[config.mk]
export PLATFORM = sky130hd
export DESIGN_NAME = epath_logical_segment_decoder
export DESIGN_NICKNAME = d
export VERILOG_FILES = /design/src/rtl/epld_pkg.sv /design/src/rtl/epld_in_reg.sv /design/src/rtl/epld_parser.sv /design/src/rtl/epld_out_reg.sv /design/src/rtl/epath_logical_segment_decoder.sv
export SDC_FILE = /design/constraint.sdc
export NUM_CORES = 1
export LEC_CHECK = 0
export ABC_AREA = 1
export BUFFER_PORTS_ARGS = -buffer_cell sky130_fd_sc_hd__buf_2
export CAP_MARGIN = 20
export CORE_ASPECT_RATIO = 0.75
export CORE_MARGIN = 2
export CORE_UTILIZATION = 35
export CTS_CLUSTER_DIAMETER = 80
export DETAILED_ROUTE_END_ITERATION = 10
export GPL_ROUTABILITY_DRIVEN = 0
export PLACE_DENSITY = 0.59
export SLEW_MARGIN = 20
export SYNTH_ARGS = -nofsm -noshare
export SYNTH_HDL_FRONTEND = slang
export SYNTH_SLANG_ARGS = --single-unit
export TNS_END_PERCENT = 50
[constraint.sdc]
create_clock -name clk -period 3.8 [get_ports clk]
set_clock_uncertainty 0.1 [all_clocks]
set_input_delay 0.57 -clock clk [delete_from_list [all_inputs] [get_ports clk]]
set_output_delay 0.57 -clock clk [all_outputs]
set_load 0.01 [all_outputs]
[src/rtl/epld_pkg.sv]
package epld_pkg;

    // Longest path decoded; later bytes are dropped until the final mark.
    localparam int MAX_PATH_BYTES = 255;
    localparam int BYTE_CNT_W     = $clog2(MAX_PATH_BYTES + 1);

    localparam logic [6:0] SEG_COUNT_MAX = 7'd127;

    // Logical segment headers
    localparam logic [7:0] SEG_CLASS_8   = 8'h20;
    localparam logic [7:0] SEG_INST_8    = 8'h24;
    localparam logic [7:0] SEG_ATTR_8    = 8'h30;
    localparam logic [7:0] SEG_CLASS_16  = 8'h21;
    localparam logic [7:0] SEG_INST_16   = 8'h25;
    localparam logic [7:0] SEG_ATTR_16   = 8'h31;

    typedef enum logic [3:0] {
        PH_HEADER = 4'b0001,
        PH_VAL8   = 4'b0010,
        PH_LOW    = 4'b0100,
        PH_HIGH   = 4'b1000
    } phase_t;

    typedef enum logic [1:0] {
        KIND_NONE  = 2'd0,
        KIND_CLASS = 2'd1,
        KIND_INST  = 2'd2,
        KIND_ATTR  = 2'd3
    } kind_t;

    typedef struct packed {
        logic [7:0] path_byte;
        logic       final_byte;
    } path_beat_t;

    typedef struct packed {
        logic        malformed;
        logic [15:0] cls_value;
        logic [15:0] inst_value;
        logic [15:0] attribute_value;
        logic [6:0]  segment_count;
    } result_beat_t;

    // Parser status seen by the top level
    typedef struct packed {
        logic at_reset;   // parse phase, counts and malformed flag back at post-reset values
        logic in_segment; // header taken, value bytes still pending
    } parse_status_t;

endpackage

[src/rtl/epld_in_reg.sv]
module epld_in_reg
    import epld_pkg::*;
(
    input  logic       clk,
    input  logic       rst_n,
    input  logic       path_valid,
    output logic       path_ready,
    input  path_beat_t path_data,
    input  logic       take,
    output logic       held_valid,
    output path_beat_t held_data
);

    logic       valid_reg;
    logic       valid_next;
    path_beat_t data_reg;

    // Refill in the same cycle the held beat moves on.
    assign path_ready = !valid_reg || take;
    assign valid_next = path_ready ? path_valid : valid_reg;

    always_ff @(posedge clk or negedge rst_n)
    begin
        if (!rst_n)
        begin
            valid_reg <= 1'b0;
        end
        else
        begin
            valid_reg <= valid_next;
        end
    end

    always_ff @(posedge clk)
    begin
        if (path_valid && path_ready)
        begin
            data_reg <= path_data;
        end
    end

    assign held_valid = valid_reg;
    assign held_data  = data_reg;

endmodule

[src/rtl/epld_parser.sv]
module epld_parser
    import epld_pkg::*;
(
    input  logic          clk,
    input  logic          rst_n,
    input  logic          step,
    input  path_beat_t    beat,
    output result_beat_t  result,
    output parse_status_t status
);

    phase_t                phase_reg, phase_next, phase_upd;
    kind_t                 kind_reg, kind_next, kind_upd;
    logic [7:0]            low_reg, low_next, low_upd;
    logic [15:0]           class_reg, class_next, class_upd;
    logic [15:0]           inst_reg, inst_next, inst_upd;
    logic [15:0]           attr_reg, attr_next, attr_upd;
    logic [6:0]            count_reg, count_next, count_upd;
    logic [BYTE_CNT_W-1:0] bcnt_reg, bcnt_next, bcnt_upd;
    logic                  bad_reg, bad_next, bad_upd;
    logic                  last;
    logic                  store_en;
    logic [15:0]           store_val;

    // Byte that reaches the length limit decodes as the last one.
    assign last = beat.final_byte || (bcnt_reg == BYTE_CNT_W'(MAX_PATH_BYTES - 1));

    always_comb
    begin
        phase_upd = phase_reg;
        kind_upd  = kind_reg;
        low_upd   = low_reg;
        bad_upd   = bad_reg;
        bcnt_upd  = bcnt_reg;
        store_en  = 1'b0;
        store_val = {8'h00, beat.path_byte};
        if (bcnt_reg < BYTE_CNT_W'(MAX_PATH_BYTES))
        begin
            bcnt_upd = bcnt_reg + 1'b1;
            unique case (phase_reg)
                PH_HEADER:
                begin
                    if (!last)
                    begin
                        unique case (beat.path_byte)
                            SEG_CLASS_8:  begin kind_upd = KIND_CLASS; phase_upd = PH_VAL8; end
                            SEG_INST_8:   begin kind_upd = KIND_INST;  phase_upd = PH_VAL8; end
                            SEG_ATTR_8:   begin kind_upd = KIND_ATTR;  phase_upd = PH_VAL8; end
                            SEG_CLASS_16: begin kind_upd = KIND_CLASS; phase_upd = PH_LOW;  end
                            SEG_INST_16:  begin kind_upd = KIND_INST;  phase_upd = PH_LOW;  end
                            SEG_ATTR_16:  begin kind_upd = KIND_ATTR;  phase_upd = PH_LOW;  end
                            default:      phase_upd = PH_HEADER;
                        endcase
                    end
                end
                PH_VAL8:
                begin
                    store_en  = 1'b1;
                    phase_upd = PH_HEADER;
                end
                PH_LOW:
                begin
                    if (last)
                    begin
                        bad_upd   = 1'b1;
                        phase_upd = PH_HEADER;
                    end
                    else
                    begin
                        low_upd   = beat.path_byte;
                        phase_upd = PH_HIGH;
                    end
                end
                PH_HIGH:
                begin
                    store_en  = 1'b1;
                    store_val = {beat.path_byte, low_reg};
                    phase_upd = PH_HEADER;
                end
                default:
                begin
                    phase_upd = PH_HEADER;
                end
            endcase
        end
    end

    always_comb
    begin
        class_upd = class_reg;
        inst_upd  = inst_reg;
        attr_upd  = attr_reg;
        count_upd = count_reg;
        if (store_en)
        begin
            unique case (kind_reg)
                KIND_CLASS: class_upd = store_val;
                KIND_INST:  inst_upd  = store_val;
                KIND_ATTR:  attr_upd  = store_val;
                default:    class_upd = class_reg;
            endcase
            if (count_reg < SEG_COUNT_MAX)
            begin
                count_upd = count_reg + 1'b1;
            end
        end
    end

    always_comb
    begin
        result.malformed       = bad_upd;
        result.cls_value       = class_upd;
        result.inst_value      = inst_upd;
        result.attribute_value = attr_upd;
        result.segment_count   = count_upd;
    end

    // Final beat flushes the path state.
    always_comb
    begin
        phase_next = phase_reg;
        kind_next  = kind_reg;
        low_next   = low_reg;
        class_next = class_reg;
        inst_next  = inst_reg;
        attr_next  = attr_reg;
        count_next = count_reg;
        bcnt_next  = bcnt_reg;
        bad_next   = bad_reg;
        if (step)
        begin
            if (beat.final_byte)
            begin
                phase_next = PH_HEADER;
                kind_next  = KIND_NONE;
                low_next   = '0;
                class_next = '0;
                inst_next  = '0;
                attr_next  = '0;
                count_next = '0;
                bcnt_next  = '0;
                bad_next   = 1'b0;
            end
            else
            begin
                phase_next = phase_upd;
                kind_next  = kind_upd;
                low_next   = low_upd;
                class_next = class_upd;
                inst_next  = inst_upd;
                attr_next  = attr_upd;
                count_next = count_upd;
                bcnt_next  = bcnt_upd;
                bad_next   = bad_upd;
            end
        end
    end

    always_ff @(posedge clk or negedge rst_n)
    begin
        if (!rst_n)
        begin
            phase_reg <= PH_HEADER;
            kind_reg  <= KIND_NONE;
            low_reg   <= '0;
            class_reg <= '0;
            inst_reg  <= '0;
            attr_reg  <= '0;
            count_reg <= '0;
            bcnt_reg  <= '0;
            bad_reg   <= 1'b0;
        end
        else
        begin
            phase_reg <= phase_next;
            kind_reg  <= kind_next;
            low_reg   <= low_next;
            class_reg <= class_next;
            inst_reg  <= inst_next;
            attr_reg  <= attr_next;
            count_reg <= count_next;
            bcnt_reg  <= bcnt_next;
            bad_reg   <= bad_next;
        end
    end

    assign status.at_reset   = (phase_reg == PH_HEADER) && (count_reg == '0)
                               && (bcnt_reg == '0) && !bad_reg;
    assign status.in_segment = (phase_reg != PH_HEADER);

endmodule

[src/rtl/epld_out_reg.sv]
module epld_out_reg
    import epld_pkg::*;
(
    input  logic         clk,
    input  logic         rst_n,
    input  logic         load,
    input  result_beat_t load_data,
    output logic         slot_free,
    output logic         result_valid,
    input  logic         result_ready,
    output result_beat_t result_data
);

    logic         valid_reg;
    logic         valid_next;
    result_beat_t data_reg;

    assign slot_free = !valid_reg || result_ready;

    always_comb
    begin
        valid_next = valid_reg;
        if (load)
        begin
            valid_next = 1'b1;
        end
        else if (result_ready)
        begin
            valid_next = 1'b0;
        end
    end

    always_ff @(posedge clk or negedge rst_n)
    begin
        if (!rst_n)
        begin
            valid_reg <= 1'b0;
        end
        else
        begin
            valid_reg <= valid_next;
        end
    end

    always_ff @(posedge clk)
    begin
        if (load)
        begin
            data_reg <= load_data;
        end
    end

    assign result_valid = valid_reg;
    assign result_data  = data_reg;

endmodule

[src/rtl/epath_logical_segment_decoder.sv]
// Logical segment path decoder. Path bytes arrive one beat at a time on the
// path channel, final_byte marking the last byte of a path. 8-bit segments
// (class 0x20, instance 0x24, attribute 0x30) take one value byte; 16-bit
// segments (0x21, 0x25, 0x31) take low byte then high byte. Unknown bytes are
// skipped, a header on the final byte is ignored, and a 16-bit segment cut
// short by the end of the path sets malformed. Only the first MAX_PATH_BYTES
// bytes of a path are decoded. One result beat leaves per path, on the final
// byte, carrying the last id of each kind (0 if none) and the saturating
// segment count. Rate: one byte per clock sustained; the single parse state
// update sits between the input register and the result register. When the
// result slot is free, a held final byte passes into the result register,
// raising result_valid. A final byte waits in the input register while an
// older result is still unclaimed; non-final bytes keep flowing regardless.
module epath_logical_segment_decoder
    import epld_pkg::*;
(
    input  logic         clk,
    input  logic         rst_n,
    input  logic         path_valid,
    output logic         path_ready,
    input  path_beat_t   path_data,
    output logic         result_valid,
    input  logic         result_ready,
    output result_beat_t result_data
);

    logic          held_valid;
    path_beat_t    held_data;
    logic          advance;
    logic          load;
    logic          slot_free;
    result_beat_t  parse_result;
    parse_status_t parse_status;

    // Input register: one beat parked ahead of the parser.
    epld_in_reg u_in_reg (
        .clk        (clk),
        .rst_n      (rst_n),
        .path_valid (path_valid),
        .path_ready (path_ready),
        .path_data  (path_data),
        .take       (advance),
        .held_valid (held_valid),
        .held_data  (held_data)
    );

    // A held beat moves into the parser unless it is a final byte whose
    // result has nowhere to go yet.
    assign advance = held_valid && (!held_data.final_byte || slot_free);
    assign load    = advance && held_data.final_byte;

    epld_parser u_parser (
        .clk    (clk),
        .rst_n  (rst_n),
        .step   (advance),
        .beat   (held_data),
        .result (parse_result),
        .status (parse_status)
    );

    // Result register decouples the result consumer from the byte stream.
    epld_out_reg u_out_reg (
        .clk          (clk),
        .rst_n        (rst_n),
        .load         (load),
        .load_data    (parse_result),
        .slot_free    (slot_free),
        .result_valid (result_valid),
        .result_ready (result_ready),
        .result_data  (result_data)
    );

    // Final byte must not overwrite an unclaimed result.
    a_no_overrun: assert property (@(posedge clk) disable iff (!rst_n)
        load |-> slot_free)
        else $error("result overwritten before it was taken");

    // After a path closes, the parse state is back at reset.
    a_flush: assert property (@(posedge clk) disable iff (!rst_n)
        load |=> parse_status.at_reset)
        else $error("parse state not cleared after final byte");

    // Every closed path shows up on the result port.
    a_result_up: assert property (@(posedge clk) disable iff (!rst_n)
        load |=> result_valid)
        else $error("final byte produced no result");

    // An empty input register always takes a new beat.
    a_ready_empty: assert property (@(posedge clk) disable iff (!rst_n)
        !held_valid |-> path_ready)
        else $error("input stalled while empty");

endmodule
# == After elaboration in Yosys (flattened, before gate mapping) ==
# Cells that the tools add are included.
# W data, S select, Z words.
# word_totals
register_bits,145
latch_bits,0
ram_bits,0
rom_bits,0
in_bits,13
output_inout_bits,58
elab_cells,102
mem_count,0
# op_classes
n_addsub,2
multipliers,0
n_div,0
n_lt_le_gt_ge,2
eq_ne,16
shift,0
muxes,39
n_bitwise,0
reduce_logical,25
# ops
cell,n
$mux W16,11
$eq A8 B6 Y1 const B,6
$mux W8,6
$mux W7,3
$mux W4,4
$add A8 B1 Y8 const B,1
$eq A8 B8 Y1 const B,1
$lt A8 B8 Y1 const B,1
$mux W1,8
$mux W2,4
$pmux W4 S2,1
$reduce_bool A2 Y1,4
$reduce_or A2 Y1,4
$add A7 B1 Y7 const B,1
$lt A7 B7 Y1 const B,1
$pmux W2 S3,1
$pmux W3 S2,1
$reduce_or A3 Y1,2
$reduce_and A5 Y1,1
$eq A2 B2 Y1 const B,2
$eq A4 B1 Y1 const B,1
$eq A4 B2 Y1 const B,1
$eq A4 B3 Y1 const B,1
$eq A4 B4 Y1 const B,1
other kinds (10),17

# == Depth between registers and ports, before layout ==
# Gate-level depths: netlist of run 1.
# logic_depth
word_depth,7
ltp_mapped,13
depth_no_buf,11

# == By module ==
# Synthesis of run 1 repeated with hierarchy kept, for this count alone.
# hier_totals
cells_unflattened,766
area_unflattened_um2,6814.0
# by_module_without_submodules
module,instances,cells_per_inst,area_each_um2,seq_area_each_um2
epld_parser,1,685,4747.1,1953.1
epld_out_reg,1,61,1726.7,1706.6
epld_in_reg,1,15,315.3,295.3
epath_logical_segment_decoder,1,5,25.0,0.0

# == Least setup slack after synthesis of run 1 ==
# OpenSTA, ideal clock, no wires.
# synth_timing
path_type,input to register
startpoint,in result_ready
endpoint,"reg u_out_reg.data_reg, in the netlist u_out_reg.result_data[0], enable pin"
setup_ps,411
arrival_time_ps,2121
required_ps,3289
setup_slack_ps,1168
stages,6
cell_sequence,inv_1 nand3_1 nand2_1 inv_1 nand2_1 inv_1
# synth_via
elab_chain_cells,4
# synth_lines
item,line,text
"start, declared",epath_logical_segment_decoder.sv:23,"input logic result_ready,"
$logic_or A1 B1 Y1,epld_out_reg.sv:18,assign slot_free = !valid_reg || result_ready;
$logic_or A1 B1 Y1,epath_logical_segment_decoder.sv:49,assign advance = held_valid && (!held_data.final_byte || slot_free);
$logic_and A1 B1 Y1,epath_logical_segment_decoder.sv:49,
$logic_and A1 B1 Y1,epath_logical_segment_decoder.sv:50,assign load = advance && held_data.final_byte;
named net load,epath_logical_segment_decoder.sv:30,logic load;
"end signal, assigned",epld_out_reg.sv:49,data_reg <= load_data;
"end, declared",epld_out_reg.sv:16,result_beat_t data_reg;
# The timed path passes the listed nets, and every way through them passes these cells.
# A chain may end at the register's enable or synchronous reset.

==> flow_summary.yaml, run 1 <==
sta:
  rsz0062_at_grt: "false"
  finalSetupTns_ns: 0
  max-slew-margin-rel_pct: 49.5
  period_needed_ns: 2.50
  fin_crit_sh_pct: 65.9
  setup_ws_ns: 1.30
  fmax_mhz: 399
  worst_pin_slew_ns: 0.754
  maxSlewViolCount: 0
  hold_viol: 0
  finalSetupViolCount: 0
layout:
  largest_reg_flops: 56
  fillers: 1826
  design_area_um2: 7920
  regArea_um2: 3960
  syn_to_final_growth_pct: 18.9
  layout.nets: 843
  multiInputGateArea_um2: 2350
  final_cells: 1087
  antennaDiodeCount: 0
  layout-drive-gt1-share_pct: 16.4
yosys:
  synth_cells: 751
  ys_seq_area_share_pct: 59.4
  synth-seq-cells: 145
  synth.distinct_cells: 35
  synth_edf_count: 65
  yosysWarningCount: 0
  post-synth-top-count-cell: "nand2_1"
  synth_top_area_share_pct: 29.7
  syn_nets: 767
  syn-cell-area_um2: 6660
  synth_area_leaders: "dfrtp_1 (30%), edfxtp_1 (29%), nand2_1 (18%)"
  async_reset_ff_share_pct: 55.2
  yosys-top-cells-count: "nand2_1 (322), dfrtp_1 (79), edfxtp_1 (65)"
  synth_area_leader_cell: "dfrtp_1"
  synth_top_flop_cell: "dfrtp_1"
  synth_area_per_cell_um2: 8.86
global_routing:
  antenna_found_initial: 0
  grt_overflow: 0
  grt_pass1_wl_um: 24800
  grt_pass1_vias: 4674
  grt_max_degree: 56
  grt_usage_pct: 16.3
clocking:
  cts_sinks: 145
  cts.hold.buffers_added: 1
  cts_buffers: 17
  cts_root_buf: "clkbuf_16"
  cts_tree: "built"
  h-tree-depth: 4
  postCtsResizedCells: 0
  clkSlewWorstSetupHoldPaths_ns: 0.06
  cts_buffer_depth: 2
  post-cts-setup-buffer-count: 0
  clk_latency_ns: 0.42
min_path:
  min_from: "path_data[3]"
  hold_path_class: "in2reg"
worst_setup_path:
  cp-startpoint: "u_parser.bcnt_reg[0]"
  rr_startpoint: "u_parser.bcnt_reg[0]"
  crit_path_max_fanout: 24
  worstSetupStartpointType: "flop"
  r2r_slack_ns: 1.30
  critPathRequiredTime_ns: 3.87
  cp.arrival_ns: 2.57
  crit_type: "reg2reg"
  endpoint_kind: "flop"
place:
  placed_cell_area_um2: 7260
  placedCellCount: 1054
  portBuffers: 70
  hpwlAfterDp_um: 10600
  place_ws_ns: 1.27
route:
  post_drt_via_cell_ratio: 4.63
  via_count: 5028
  first_pass_iters: 5
  post_drt_wl_per_cell_um: 14.1
  final_antenna_net_count: 0
  route.final.wire_length_um: 15300
  drt_iter0_drc: 397
  drcViolationCount: 0
power_and_ir_drop:
  cellLeakagePower_uw: 0.00400
  vdd_drop_max_mv: 0.282
  clockPowerShare_pct: 47.7
  swShare_pct: 24.0
  pwr-share-comb_pct: 6.5
  internal-power_uw: 2910
  p_switching_uw: 918
  power_density_nw_per_um2: 484
  pwr-share-seq_pct: 45.8
floorplan:
  dieArea_um2: 20100
  fp-row-count: 43
  die_h_um: 123
  coreArea_um2: 18600
  die_w_um: 163
  start_util_pct: 35.9
  ioPinCount: 71
status:
  status: "complete, no violations"
run:
  cap_violations: 0
==> power groups by stage <==
| stage | clock (µW) | sequential (µW) | combinational (µW) |
|---|---|---|---|
| 6_report | 1820 | 1750 | 249 |
| 5_1_grt | 1930 | 1760 | 284 |
| 4_1_cts | 1860 | 1750 | 255 |
| 3_5_place_dp | 0 | 1780 | 252 |
| 3_3_place_gp | 0 | 1790 | 251 |
| 2_1_floorplan | 0 | 1790 | 137 |
==> critical path: stages (launching register included) <==
cell	delay, ns
dfrtp_1	0.42
ha_1	0.23
inv_1	0.10
nor2_2	0.07
nand2_4	0.14
nand2_2	0.27
o21ai_0	0.57
nand2_1	0.17
and2_1	0.21
==> cells by family after synthesis <==
family | Yosys count | share of synthesized area [%]
and+or+nand+nor | 469 | 30.6
DFF | 145 | 59.4
buffers and inverters | 85 | 5.36
AOI/OAI and AO/OA | 45 | 3.52
xor gates and xnor gates | 4 | 0.527
adders and majority gates | 3 | 0.564
==> layout by cell type, fill, tap and decap left out, types with 4 or more instances in the layout <==
cell	n
nor2_1	33
buf_2	69
clkbuf_16	17
and2_1	26
nand4_1	7
o21ai_1	4
a21oi_1	6
edfxtp_1	65
buf_4	8
o21ai_0	32
dfrtp_1	79
inv_1	59
nand3_1	54
nand2_2	4
or2_2	8
bufinv_16	4
inv_2	5
nand2_1	321
==> through the flow <==
step / total power [µW] / util, % / hold slack, ns
2_1_floorplan: 1930 / - / 0.174
4_1_cts: 3870 / 42.6 / 0.205
3_3_place_gp: 2040 / 39.1 / 0.355
6_report: 3830 / 42.6 / 0.225
3_5_place_dp: 2040 / 39.1 / 0.361
5_1_grt: 3970 / 42.6 / 0.199
==> cell type report <==
type | count | area share (%)
sequential | 145 | 50.0
multi-input combinational | 521 | 29.7
clock buffer | 19 | 5.60
timing repair buffer | 78 | 5.25
tap | 247 | 3.90
inverter | 64 | 3.04
clock inverter | 13 | 2.51
==> layer usage <==
layer	vias to the layer above	routed length, µm	GRT usage (%)
met5	-	0	0
met4	0	86	3.98
met3	6	822	4.23
met2	116	6290	22.9
met1	2351	8130	24.9
li1	2555	-	-
==> path summary, 6_finish.rpt <==
path / cells past startpoint / endpoint
min reg2reg: 2 / u_parser.class_reg[1]
min in group asynchronous: 2 / u_parser.count_reg[1]
max reg2reg: 8 / u_out_reg.result_data[39]
max in group asynchronous: 3 / u_parser.class_reg[7]
min: 1 / u_in_reg.held_data[3]
max: 8 / u_out_reg.result_data[39]
Power figures use the tool's default switching activity.
==> inputs of run 2 (changes only) <==
Settings changed: PLACE_DENSITY 0.59 to 0.61.
Clock period 3.8 ns to 2.3 ns, I/O delays scaled along.
==> run 2 against run 1 <==
Net effect: maximum frequency rose by 19%; first-iteration DRC count down 1.8%; design area grew 2.7%; sequential cell count is the same; critical path depth increased by 3; global-route usage is 0.16 points higher; highest routed layer unchanged; clock-buffer cell count rose by 2; largest power group is now registers; register-to-register slack worse by 1.1 ns.
==> flow_summary.yaml, run 2 (synthesis gave the netlist of run 1 again) <==
route:
  drt_iter0_drc: 390
  route.final.wire_length_um: 15600
  first_pass_iters: 5
  post_drt_via_cell_ratio: 4.62
  drcViolationCount: 0
  post_drt_wl_per_cell_um: 14.0
  final_antenna_net_count: 0
  via_count: 5150
clocking:
  cts_buffers: 17
  post-cts-setup-buffer-count: 0
  cts_tree: "built"
  cts_buffer_depth: 2
  cts_sinks: 145
  clk_latency_ns: 0.43
  clkSlewWorstSetupHoldPaths_ns: 0.06
  cts_root_buf: "clkbuf_16"
  h-tree-depth: 4
worst_setup_path:
  cp_slowest_cell: "dfrtp_1"
  slowest_delay_ns: 0.38
  crit_path_max_fanout: 9
  cp.arrival_ns: 2.19
  cp_cell_sequence: "ha_1, inv_1, nor2_2, nand2_4, nand2_2, buf_4, nand2_1, o21ai_1, buf_4, nand2_1, and2_1"
  critPathRequiredTime_ns: 2.38
  worstSetupStartpointType: "flop"
  endpoint_kind: "flop"
  crit_type: "reg2reg"
min_path:
  hold_path_class: "in2reg"
power_and_ir_drop:
  cellLeakagePower_uw: 0.00410
  power_density_nw_per_um2: 756
  vdd_drop_max_mv: 0.427
floorplan:
  start_util_pct: 35.9
  coreArea_um2: 18600
  fp-row-count: 43
  dieArea_um2: 20100
  die_w_um: 163
  die_h_um: 123
  ioPinCount: 71
place:
  hpwlAfterDp_um: 10800
  portBuffers: 70
  placed_cell_area_um2: 7430
global_routing:
  grt_pass1_vias: 4792
  grt_overflow: 0
  grt_usage_pct: 16.5
  grt_pass1_wl_um: 25200
  antenna_found_initial: 0
  grt_max_degree: 53
layout:
  design_area_um2: 8130
  layout-drive-gt1-share_pct: 18.0
  syn_to_final_growth_pct: 22.1
  antennaDiodeCount: 0
  layout.nets: 870
  largest_reg_flops: 56
  final_cell_mix: "nand2_1 (321), dfrtp_1 (79), buf_2 (69), edfxtp_1 (65), inv_1 (59)"
  mostFrequentLayoutCell: "nand2_1"
sta:
  rsz0062_at_grt: "false"
  maxSlewViolCount: 0
  finalSetupTns_ns: 0
  fmax_mhz: 474
  hold_viol: 0
  finalSetupViolCount: 0
  fin_crit_sh_pct: 91.7
  worst_pin_slew_ns: 0.720
  max-slew-margin-rel_pct: 52.0
  period_needed_ns: 2.11
status:
  status: "complete, no violations"
run:
  cap_violations: 0
-- run 2: cell count changes in the layout (fill, tap and decap cells not counted), moves of 3 or more --
cell and delta:
buf_4 +16, dlygate4sd3_1 +9, o21ai_0 -5, o21ai_1 +3
-- run 2: timing repair --
| item | in CTS | in global routing |
|---|---|---|
| resized for setup | 0 | 7 |
| setup endpoints to repair | 0 | 11 |
| hold buffers | 10 | 0 |
| endpoints found under the hold margin | 57 | 0 |
-- run 2: area by class of cell --
cell class / instances / area, µm²
fill: 1768 / 10400
sequential: 145 / 3960
multi-input combinational: 521 / 2360
timing repair buffer: 105 / 666
clock buffer: 21 / 460
tap: 247 / 309
inverter: 64 / 244
clock inverter: 11 / 131
-- run 2: metal layers --
layer / up-vias / wire (µm) / share of wire [%] / global-route usage, %
li1: 2604 / - / - / -
met1: 2411 / 8240 / 53 / 24.9
met2: 129 / 6290 / 40 / 23.0
met3: 6 / 961 / 6.2 / 5.03
met4: 0 / 94 / 0.60 / 3.54
met5: - / 0 / 0 / 0
-- run 2: power by group --
| part | internal (µW) | leakage [µW] | switching, µW |
|---|---|---|---|
| combinational | 149 | 0.00209 | 315 |
| clock | 1670 | 0.000287 | 1120 |
| sequential | 2820 | 0.00173 | 73.5 |
-- run 2: final timing paths --
| kind | end | start | slack (ns) | depth (start not counted) |
|---|---|---|---|---|
| max | u_out_reg.result_data[12] | u_parser.bcnt_reg[1] | 0.19 | 11 |
| min | u_in_reg.held_valid | path_valid | 0.03 | 3 |
| max reg2reg | u_out_reg.result_data[12] | u_parser.bcnt_reg[1] | 0.19 | 11 |
| min reg2reg | u_parser.class_reg[5] | u_parser.class_reg[5] | 0.37 | 2 |
| max in group asynchronous | u_parser.attr_reg[6] | rst_n | 1.01 | 3 |
| min in group asynchronous | u_parser.count_reg[0] | rst_n | 0.42 | 2 |
-- run 2: critical path, delay by kind of cell (launching register included) --
| family | cells | cell delay (ns) |
|---|---|---|
| AO/OA/AOI/OAI | 1 | 0.07 |
| adder cells (fa/ha/maj) | 1 | 0.18 |
| buffers and inverters | 3 | 0.39 |
| flip-flops | 1 | 0.38 |
| AND/OR/NAND/NOR | 6 | 0.75 |
-- run 2: per-stage QoR --
stage	power (µW)	setup slack, ns	cells	hold WS (ns)	util, %
4_1_cts	6200	0.0518	1114	0.0196	43.7
3_3_place_gp	3400	0.0792	1072	0.353	40.0
3_5_place_dp	3400	0.0541	1072	0.347	40.0
5_1_grt	6380	0.000557	1114	0.0626	43.8
2_1_floorplan	3180	0.138	751	-0.0506	-
6_report	6140	0.190	1114	0.0350	43.8
==> inputs of run 3 (changes only) <==
Settings changed: ABC_AREA 1 to unset.
==> run 3 against run 2 <==
Net effect: the flow now finishes with violations (setup timing); design area grew 3.3%; highest routed layer unchanged; non-clock buffer count grew 31; largest power group unchanged; combinational power grew 71%; largest cell class unchanged; area after synthesis shrank 2.4%.
==> flow_summary.yaml, run 3 <==
power_and_ir_drop:
  cellLeakagePower_uw: 0.00344
  power_density_nw_per_um2: 833
  pwr-share-comb_pct: 11.3
  p_switching_uw: 1720
  pwr-share-seq_pct: 45.6
  swShare_pct: 24.6
  vdd_drop_max_mv: 0.452
  total_power_uw: 6990
  clockPowerShare_pct: 43.1
  internal-power_uw: 5270
place:
  hpwlAfterDp_um: 10700
  portBuffers: 70
  placedCellCount: 922
sta:
  setup_ws_ns: -0.0189
  fin_crit_sh_pct: 101
  fmax_mhz: 431
  maxSlewViolCount: 0
  finalSetupViolCount: 11
  holdWs_ns: 0.0171
  period_needed_ns: 2.32
  rsz0062_at_grt: "true"
  worst_pin_slew_ns: 0.567
  max-slew-margin-rel_pct: 62.1
  hold_viol: 0
yosys:
  syn_nets: 620
  synth_cells: 604
  synth-seq-cells: 145
  post-synth-top-count-cell: "nand2_1"
  ys_seq_area_share_pct: 60.9
  synth_edf_count: 65
  synth_area_leaders: "dfrtp_1 (30%), edfxtp_1 (30%), nand2_1 (6.6%)"
  synth_area_per_cell_um2: 10.8
  async_reset_ff_share_pct: 55.2
  synth.distinct_cells: 54
  yosysWarningCount: 0
  synth_area_leader_cell: "dfrtp_1"
  yosys-top-cells-count: "nand2_1 (115), dfrtp_1 (79), edfxtp_1 (65)"
  synth_top_flop_cell: "dfrtp_1"
  syn-cell-area_um2: 6490
  synth_top_area_share_pct: 30.4
global_routing:
  met2_usage_pct: 25.9
  antenna_found_initial: 0
  top_usage_layer: "met2"
  grt_pass1_vias: 4974
  grt_max_degree: 57
  grt_overflow: 0
  grt_usage_pct: 17.0
  grt_use_met1_pct: 23.0
  grt_pass1_wl_um: 25700
  grt_use_met3_pct: 4.87
worst_setup_path:
  cp.depth: 10
  cp_slowest_cell: "dfrtp_1"
  worstSetupStartpointType: "flop"
  cp_cell_sequence: "ha_2, buf_6, nand4_1, nor2_2, nor4_4, buf_12, buf_12, mux2i_4, buf_6, o21ai_1"
  critPathRequiredTime_ns: 2.37
  endpoint_kind: "flop"
  cp.arrival_ns: 2.39
  crit_family: "buffers and inverters"
  slowest_delay_ns: 0.39
  crit_path_max_fanout: 6
  reg2reg_depth: 10
  cp_num_buf_inv: 4
  crit_type: "reg2reg"
layout:
  antennaDiodeCount: 0
  layout-drive-gt1-share_pct: 28.1
  multiInputGateArea_um2: 2480
  final_cell_mix: "nand2_1 (113), dfrtp_1 (79), buf_2 (69), edfxtp_1 (65), buf_4 (48)"
  largest_reg_flops: 56
  mostFrequentLayoutCell: "nand2_1"
  layout.nets: 735
  syn_to_final_growth_pct: 29.3
  fillers: 1648
  regArea_um2: 3960
  final_cells: 979
route:
  via_count: 5152
  final_antenna_net_count: 0
  post_drt_wl_per_cell_um: 16.8
  first_pass_iters: 8
  route.final.wire_length_um: 16400
  drcViolationCount: 0
  drt_iter0_drc: 320
  post_drt_via_cell_ratio: 5.26
floorplan:
  fp-row-count: 43
  die_w_um: 161
  start_util_pct: 35.4
  ioPinCount: 71
  die_h_um: 122
  dieArea_um2: 19700
  coreArea_um2: 18300
clocking:
  cts_root_buf: "clkbuf_16"
  clk_latency_ns: 0.42
  cts_sinks: 145
  clkSlewWorstSetupHoldPaths_ns: 0.06
  cts_tree: "built"
  cts_buffer_depth: 2
  h-tree-depth: 4
  cts_buffers: 17
min_path:
  hold_path_class: "in2reg"
  hold_depth: 1
run:
  cap_violations: 0
status:
  violations: "setup timing"
  status: "finished, violations left"
==> run 3: cell types whose count changed after synthesis, sizes merged, moves of 10 or more <==
cell / change
a31oi: +15
and2: -11
clkbuf: +18
inv: -59
mux2i: +10
nand2: -212
nand3: -15
nor2: -18
o211ai: +14
o21ai: +40
==> run 3: path summary, 6_finish.rpt <==
check | slack, ns | start | endpoint
worst max-delay path | -0.02 | u_parser.bcnt_reg[1] | u_out_reg.result_data[8]
worst min-delay path | 0.02 | path_data[0] | u_in_reg.held_data[0]
worst max register to register | -0.02 | u_parser.bcnt_reg[1] | u_out_reg.result_data[8]
worst min register to register | 0.38 | u_parser.class_reg[7] | u_parser.class_reg[7]
max in group asynchronous | 1.14 | rst_n | u_parser.low_reg[1]
min in group asynchronous | 0.33 | rst_n | u_parser.count_reg[3]
==> run 3: power by group through the flow <==
stage | Combinational [µW] | Clock, µW | Sequential [µW]
floorplan | 416 | 0 | 3230
global placement | 718 | 0 | 3210
detailed placement | 736 | 0 | 3230
CTS | 757 | 3060 | 3180
global route | 894 | 3180 | 3220
finish | 792 | 3010 | 3190
==> run 3: kinds of logic after synthesis <==
kind of cell	count (synthesis)	share of synthesized area, %
flops	145	60.9
simple gates	242	17.7
xor+xnor	5	0.674
compound gates	151	14.8
fa+ha+maj	3	0.578
mux	13	2.06
buf+inv	45	3.24
==> run 3: timing repair <==
| item | 4_1_cts | 5_1_grt |
|---|---|---|
| gates resized for setup | 1 | 45 |
| hold buffers | 7 | 1 |
| pin swaps | 0 | 11 |
| hold endpoints to repair | 37 | 1 |
| endpoints found under the setup margin | 6 | 41 |
| cloned | 0 | 1 |
| setup buffers | 1 | 15 |
==> run 3: cell type report <==
class | instances | share of cell area (%)
Timing Repair Buffer | 136 | 11.7
Clock inverter | 14 | 2.53
Sequential cell | 145 | 47.1
Multi-Input combinational cell | 414 | 29.6
Inverter | 5 | 0.268
Clock buffer | 18 | 5.11
Tap cell | 247 | 3.68
==> run 3: metal layers <==
metal,wire length [µm],share of wire (%)
met1,7730,47
met2,7520,46
met3,990,6.0
met4,202,1.2
met5,0,0
==> run 3: through the flow <==
step	util, %	worst slack [ns]	area (µm²)	TNS [ns]
3_3_place_gp	40.2	0.0272	7370	0
4_1_cts	44.1	-0.0172	8100	-0.0315
5_1_grt	45.8	-0.101	8400	-2.09
3_5_place_dp	40.2	-0.0384	7370	-0.0558
6_report	45.8	-0.0189	8400	-0.0996
2_1_floorplan	-	0.00281	6540	0
